$ cat src/hdl/radix_string_to_integer_defines.svh
// Assertion macros shared by the radix string-to-integer converter.
`ifndef RADIX_STRING_TO_INTEGER_DEFINES_SVH
`define RADIX_STRING_TO_INTEGER_DEFINES_SVH

`ifndef SYNTH
// Same-cycle implication, disabled while reset is asserted.
`define RSTI_ASSERT_IMPLY(lbl, ante, cons) \
	lbl: assert property (@(posedge clk) disable iff (!arst_n) (ante) |-> (cons)) \
		else $error("rsti: same-cycle check failed");
// Next-cycle implication, disabled while reset is asserted.
`define RSTI_ASSERT_NEXT(lbl, ante, cons) \
	lbl: assert property (@(posedge clk) disable iff (!arst_n) (ante) |=> (cons)) \
		else $error("rsti: next-cycle check failed");
`else
`define RSTI_ASSERT_IMPLY(lbl, ante, cons)
`define RSTI_ASSERT_NEXT(lbl, ante, cons)
`endif

`endif

$ cat src/hdl/rsti_pkg.sv
// Types and constants of the radix string-to-integer converter.
package rsti_pkg;

	localparam int MAX_RADIX = 16;
	localparam int IDX_W     = $clog2(MAX_RADIX);

	typedef logic [7:0]  byte_t;
	typedef logic [63:0] symbols_t;
	typedef logic [4:0]  radix_t;
	typedef logic [1:0]  cfg_index_t;

	// Configuration register indexes.
	localparam cfg_index_t CFG_SYMBOLS_LOW  = 2'd0;
	localparam cfg_index_t CFG_SYMBOLS_HIGH = 2'd1;
	localparam cfg_index_t CFG_RADIX        = 2'd2;

	// Reset alphabet: "01234567" and "89abcdef", radix 16.
	localparam symbols_t SYMBOLS_LOW_RST  = 64'd3978425819141910832;
	localparam symbols_t SYMBOLS_HIGH_RST = 64'd7378413942531504440;
	localparam radix_t   RADIX_RST        = 5'd16;

	// Characters with a meaning of their own.
	localparam byte_t CH_NUL   = 8'h00;
	localparam byte_t CH_TAB   = 8'h09;
	localparam byte_t CH_CR    = 8'h0D;
	localparam byte_t CH_SPACE = 8'h20;
	localparam byte_t CH_PLUS  = 8'h2B;
	localparam byte_t CH_MINUS = 8'h2D;

	// Result of looking a character up in the alphabet.
	typedef struct packed {
		logic             hit;
		logic [IDX_W-1:0] index;
	} digit_t;

endpackage

$ cat src/hdl/rsti_alphabet.sv
// Alphabet lookup and alphabet validation of the converter.
module rsti_alphabet import rsti_pkg::*; (
	input  symbols_t symbols_low,
	input  symbols_t symbols_high,
	input  radix_t   radix,
	input  byte_t    character,
	output digit_t   digit,
	output logic     bad
);

	byte_t                sym [MAX_RADIX];
	logic [MAX_RADIX-1:0] match;
	logic [MAX_RADIX-1:0] sym_bad;
	logic [MAX_RADIX-1:0] dup;
	radix_t               n_used;

	always_comb begin
		for (int i = 0; i < MAX_RADIX; i++) begin
			if (i < 8) begin
				sym[i] = symbols_low[8*(i%8) +: 8];
			end else begin
				sym[i] = symbols_high[8*(i%8) +: 8];
			end
		end
	end

	assign n_used = (radix > radix_t'(MAX_RADIX)) ? radix_t'(MAX_RADIX) : radix;

	// Parallel compare, then the lowest matching position wins.
	always_comb begin
		digit = '0;
		for (int i = 0; i < MAX_RADIX; i++) begin
			match[i] = (sym[i] == character) && (radix_t'(i) < n_used);
		end
		for (int i = MAX_RADIX - 1; i >= 0; i--) begin
			if (match[i]) begin
				digit.hit   = 1'b1;
				digit.index = IDX_W'(i);
			end
		end
	end

	// A symbol in use may not be a sign, a space or NUL, nor repeat later on.
	always_comb begin
		for (int i = 0; i < MAX_RADIX; i++) begin
			sym_bad[i] = (radix_t'(i) < radix) &&
				(sym[i] == CH_NUL || sym[i] == CH_PLUS ||
				 sym[i] == CH_MINUS || sym[i] == CH_SPACE);
			dup[i] = 1'b0;
			for (int j = i + 1; j < MAX_RADIX; j++) begin
				if ((radix_t'(j) < radix) && (sym[i] == sym[j])) begin
					dup[i] = 1'b1;
				end
			end
		end
		bad = (radix < 5'd2) || (radix > radix_t'(MAX_RADIX)) || (|sym_bad) || (|dup);
	end

endmodule

$ cat config.mk
export PLATFORM = sky130hd
export DESIGN_NAME = rsti_alphabet
export DESIGN_NICKNAME = d
export VERILOG_FILES = /design/src/hdl/radix_string_to_integer_defines.svh /design/src/hdl/rsti_pkg.sv /design/src/hdl/rsti_alphabet.sv
export SDC_FILE = /design/constraint.sdc
export NUM_CORES = 1
export LEC_CHECK = 0
export CAP_MARGIN = 40
export CORE_MARGIN = 2
export CORE_UTILIZATION = 40
export DETAILED_ROUTE_END_ITERATION = 10
export DONT_BUFFER_PORTS = 1
export PLACE_DENSITY_LB_ADDON = 0.25
export SETUP_SLACK_MARGIN = 0.3
export SLEW_MARGIN = 30
export SYNTH_ARGS = -nofsm -noshare
export SYNTH_HDL_FRONTEND = slang
export SYNTH_SLANG_ARGS = --single-unit
$ cat constraint.sdc
create_clock -name vclk -period 3.9
set_input_delay 0.195 -clock vclk [all_inputs]
set_output_delay 0.195 -clock vclk [all_outputs]
set_load 0.05 [all_outputs]
Yosys cells after proc, flatten, opt, wreduce, memory -nomap -nowiden
Cells that the tools add are included.
W data, S select, Z words.
{"block": "op_classes", "n_addsub": 0, "multipliers": 0, "div_mod_pow": 0, "order_cmp": 34, "n_eq_ne": 184, "shift": 0, "n_mux": 137, "bitwise": 0, "n_reduce_logical": 221}
{"operator": "$eq A8 B8 Y1", "n": 136}
{"operator": "$eq A8 B6 Y1 const B", "n": 48}
{"operator": "$logic_and A1 B1 Y1", "n": 152}
{"operator": "$logic_not A8 Y1", "n": 16}
{"operator": "$mux W1", "n": 120}
{"operator": "$mux W5", "n": 17}
{"operator": "$lt A4 B5 Y1 const A", "n": 16}
{"operator": "$logic_or A1 B1 Y1", "n": 51}
{"operator": "$lt A3 B5 Y1 const A", "n": 8}
{"operator": "$lt A1 B5 Y1 const A", "n": 4}
{"operator": "$lt A2 B5 Y1 const A", "n": 4}
{"operator": "$reduce_or A16 Y1", "n": 1}
{"operator": "$reduce_or A15 Y1", "n": 1}
{"operator": "$gt A5 B5 Y1 const B", "n": 1}
{"operator": "$lt A5 B2 Y1 const B", "n": 1}
{"block": "totals", "regBits": 0, "latchBits": 0, "mem_bits_rw": 0, "rom_bits": 0, "in_bits": 141, "elab_cells": 576, "memories": 0}

Longest topological paths before layout
{"block": "depth", "depth_word": 20, "ltp_mapped": 9, "depth_no_buf": 7}

Worst setup path before layout
No wires, ideal clock.
{"block": "synth_path", "path_kind": "in2out", "startpoint": "input port symbols_high[61]", "endpoint": "output port digit[1] (netlist name)", "arrival_ns": 2.843, "required_ns": 3.705, "slack_ns": 0.862, "path_stages": 9, "cell_sequence": "clkbuf_1 -> buf_2 -> xnor2_1 -> nand4_1 -> nor3_1 -> o211ai_1 -> a31oi_1 -> o31ai_1 -> a21boi_0"}
{"item": "start: declaration", "line": "rsti_alphabet.sv:4", "rtl": "input symbols_t symbols_high,"}
{"item": "end: declaration", "line": "rsti_alphabet.sv:7", "rtl": "output digit_t digit,"}

Worst setup path after layout
{"block": "layout_path", "startpoint": "input port radix[3]", "endpoint": "output port bad"}
{"block": "layout_between", "elab_chain_len": 19}
{"item": "start: declaration", "line": "rsti_alphabet.sv:5", "rtl": "input radix_t radix,"}
{"item": "$lt A1 B5 Y1", "line": "rsti_alphabet.sv:46, rsti_alphabet.sv:51"}
{"item": "$logic_and A1 B1 Y1", "line": "rsti_alphabet.sv:51", "rtl": "if ((radix_t'(j) < radix) && (sym[i] == sym[j])) begin"}
{"item": "$mux W1 (15 in series)", "line": "rsti_alphabet.sv:51"}
{"item": "$reduce_or A15 Y1", "line": "rsti_alphabet.sv:56", "rtl": "bad = (radix < 5'd2) || (radix > radix_t'(MAX_RADIX)) || (|sym_bad) || (|dup);"}
{"item": "$logic_or A1 B1 Y1 (*)", "line": "rsti_alphabet.sv:56"}
{"item": "end: declaration", "line": "rsti_alphabet.sv:8", "rtl": "output logic bad"}
Mark *: on every way between the ends. The rest lies on a longest branch, timed or not.

==> impl_metrics.yaml <==
global_route:
  grt_first_pass_wirelength_um: 107000
  grt_pass1_vias: 14000
  overflow: 0
  antenna_found_initial: 1
  grt_max_degree: 28
  grtUsageTotal: 0.385
min_path:
  holdCritPathClass: "input pin to primary output"
finish:
  postLayoutCoreUtil: 0.387
  drive_gt1_frac: 0.0114
  fin_area_sq_um: 13700
  clock_buffers: 0
  final_common_cell: "xnor2_1"
  antennaDiodeCount: 0
  layout_common_cells: "xnor2_1, xor2_1, nand4_1"
  syn_to_final_growth_pct: -4.65
  nets: 1810
  design.seq.count: 0
  regArea_sq_um: 0
sta:
  relSlewSlack: 0.429
  grt_setup_unrepaired: "no"
  setup_violations: 0
  fin_ws_ns: 0.943
  final_hold_viol_count: 0
  layout_worst_path_cycle_share: 0.758
  worst-slew-pin-transition_ns: 0.848
  clock.fmax_mhz: 338
  finalSetupTns_ns: 0
  min_period_ns: 2.96
  drv_slew: 0
floorplan:
  fp.dieH_um: 194
  fp-row-count: 69
  boundaryPins: 147
  coreArea_sq_um: 35500
  fp.dieArea_sq_um: 37500
  initial_utilization: 0.406
  die_w_um: 194
yosys:
  yosysWarnings: 0
  syn-num-nets: 2081
  syn_area_sq_um: 14400
  yosysTopAreaCell: "xnor2_1"
  ys_types: 55
  syn_inst: 1940
  syn_area_per_cell_sq_um: 7.42
  synthTopCellsByArea: "xnor2_1, xor2_1, nand4_1"
  yosys.area.top_type_share: 0.458
  ys_seq_area_frac: 0
critical_path:
  start_kind: "input pin"
  critPathMaxStageDelay_ns: 0.54
  crit_slowest_cell: "or4_1"
  crit_chain: "a21o_1 -> a31oi_2 -> nor3_1 -> or4b_1 -> or4_1 -> nor4_2 -> nand4_1 -> buf_4"
  cp_max_fo: 19
  endpoint_kind: "primary output"
  cp.required_ns: 3.70
  crit_type: "input pin to primary output"
  crit_arrival_ns: 2.76
  path_delay_family: "simple AND/OR/NAND/NOR gates"
  path_buf_inv: 1
detailed_routing:
  routed_wl_um: 76200
  drcViolationCount: 0
  vias: 14800
  drtIter0Drc: 2305
  wire_per_inst_um: 35.8
  first_pass_iters: 5
  avgViaCountPerCell: 6.95
  ant_nets: 0
placement:
  gp_routability_congestion: 1.04
  place_area_sq_um: 13700
  dpl.hpwl_um: 46300
  port-buffer-count: 0
  pre_cts_ws_ns: 1.05
clock_network:
  cts_hold_buf: 0
  cts_resized: 0
  cts_setup_buffers: 0
flow_run:
  max_cap_viol_count: 0
power:
  peakVddDrop_mv: 0.0534
  p_leak_nw: 3.69
  powerDensity_nw_per_um2: 87.6
run_status:
  outcome: "completed"
logic make-up (layout without fill, tap and decap cells):
kind of cell | Yosys count | count (layout) | share of synthesized area
and+or+nand+nor | 442 | 442 | 0.180
xor gates and xnor gates | 1099 | 1099 | 0.669
AOI/OAI and AO/OA | 113 | 113 | 0.0588
buffers and inverters | 286 | 13 | 0.0929
tightest hold or removal path, cell delays in order:
cell     delay [ns]
xnor2_1        0.04
nand4_1        0.10
nand2_1        0.06
nand2_1        0.06
o21ai_1        0.07
buf_4          0.19
synth_stat cells (all sizes together) (9+ instances only):
library cell    n
a21oi           9
buf           213
clkbuf         70
nand2          19
nand3          27
nand4         203
nor2           30
nor3           40
nor4          101
o22ai          24
xnor2         752
xor2          347
layer usage:
metal	track usage	wire length, um
met3	0.120	10300
met2	0.574	31200
met5	0	0
met1	0.475	28400
met4	0.257	6340
power by group:
part | switching, mW | internal [mW] | total (mW)
Clock | 0 | 0 | 0
Sequential | 0 | 0 | 0
Combinational | 0.435 | 0.767 | 1.20
metrics by stage:
step	power, mW	cells	hold WS (ns)
global route	1.33	2128	0.951
finish	1.20	2128	0.923
detailed placement	1.19	2127	0.915
global placement	1.15	2125	0.926
CTS	1.20	2127	0.916
floorplan	1.56	1940	1.03
worst paths after layout:
check             from  endpoint  slack [ns]  cells past startpoint
min    symbols_low[13]  digit[0]        0.92                      6
max           radix[3]       bad        0.94                      8
area by class of cell:
class | count | area [sq um]
fill | 3700 | 21800
inverter | 3 | 11.3
multi-input combinational | 1654 | 13100
tap | 461 | 577
timing repair buffer | 10 | 73.8
(Power assumes the default switching activity.)
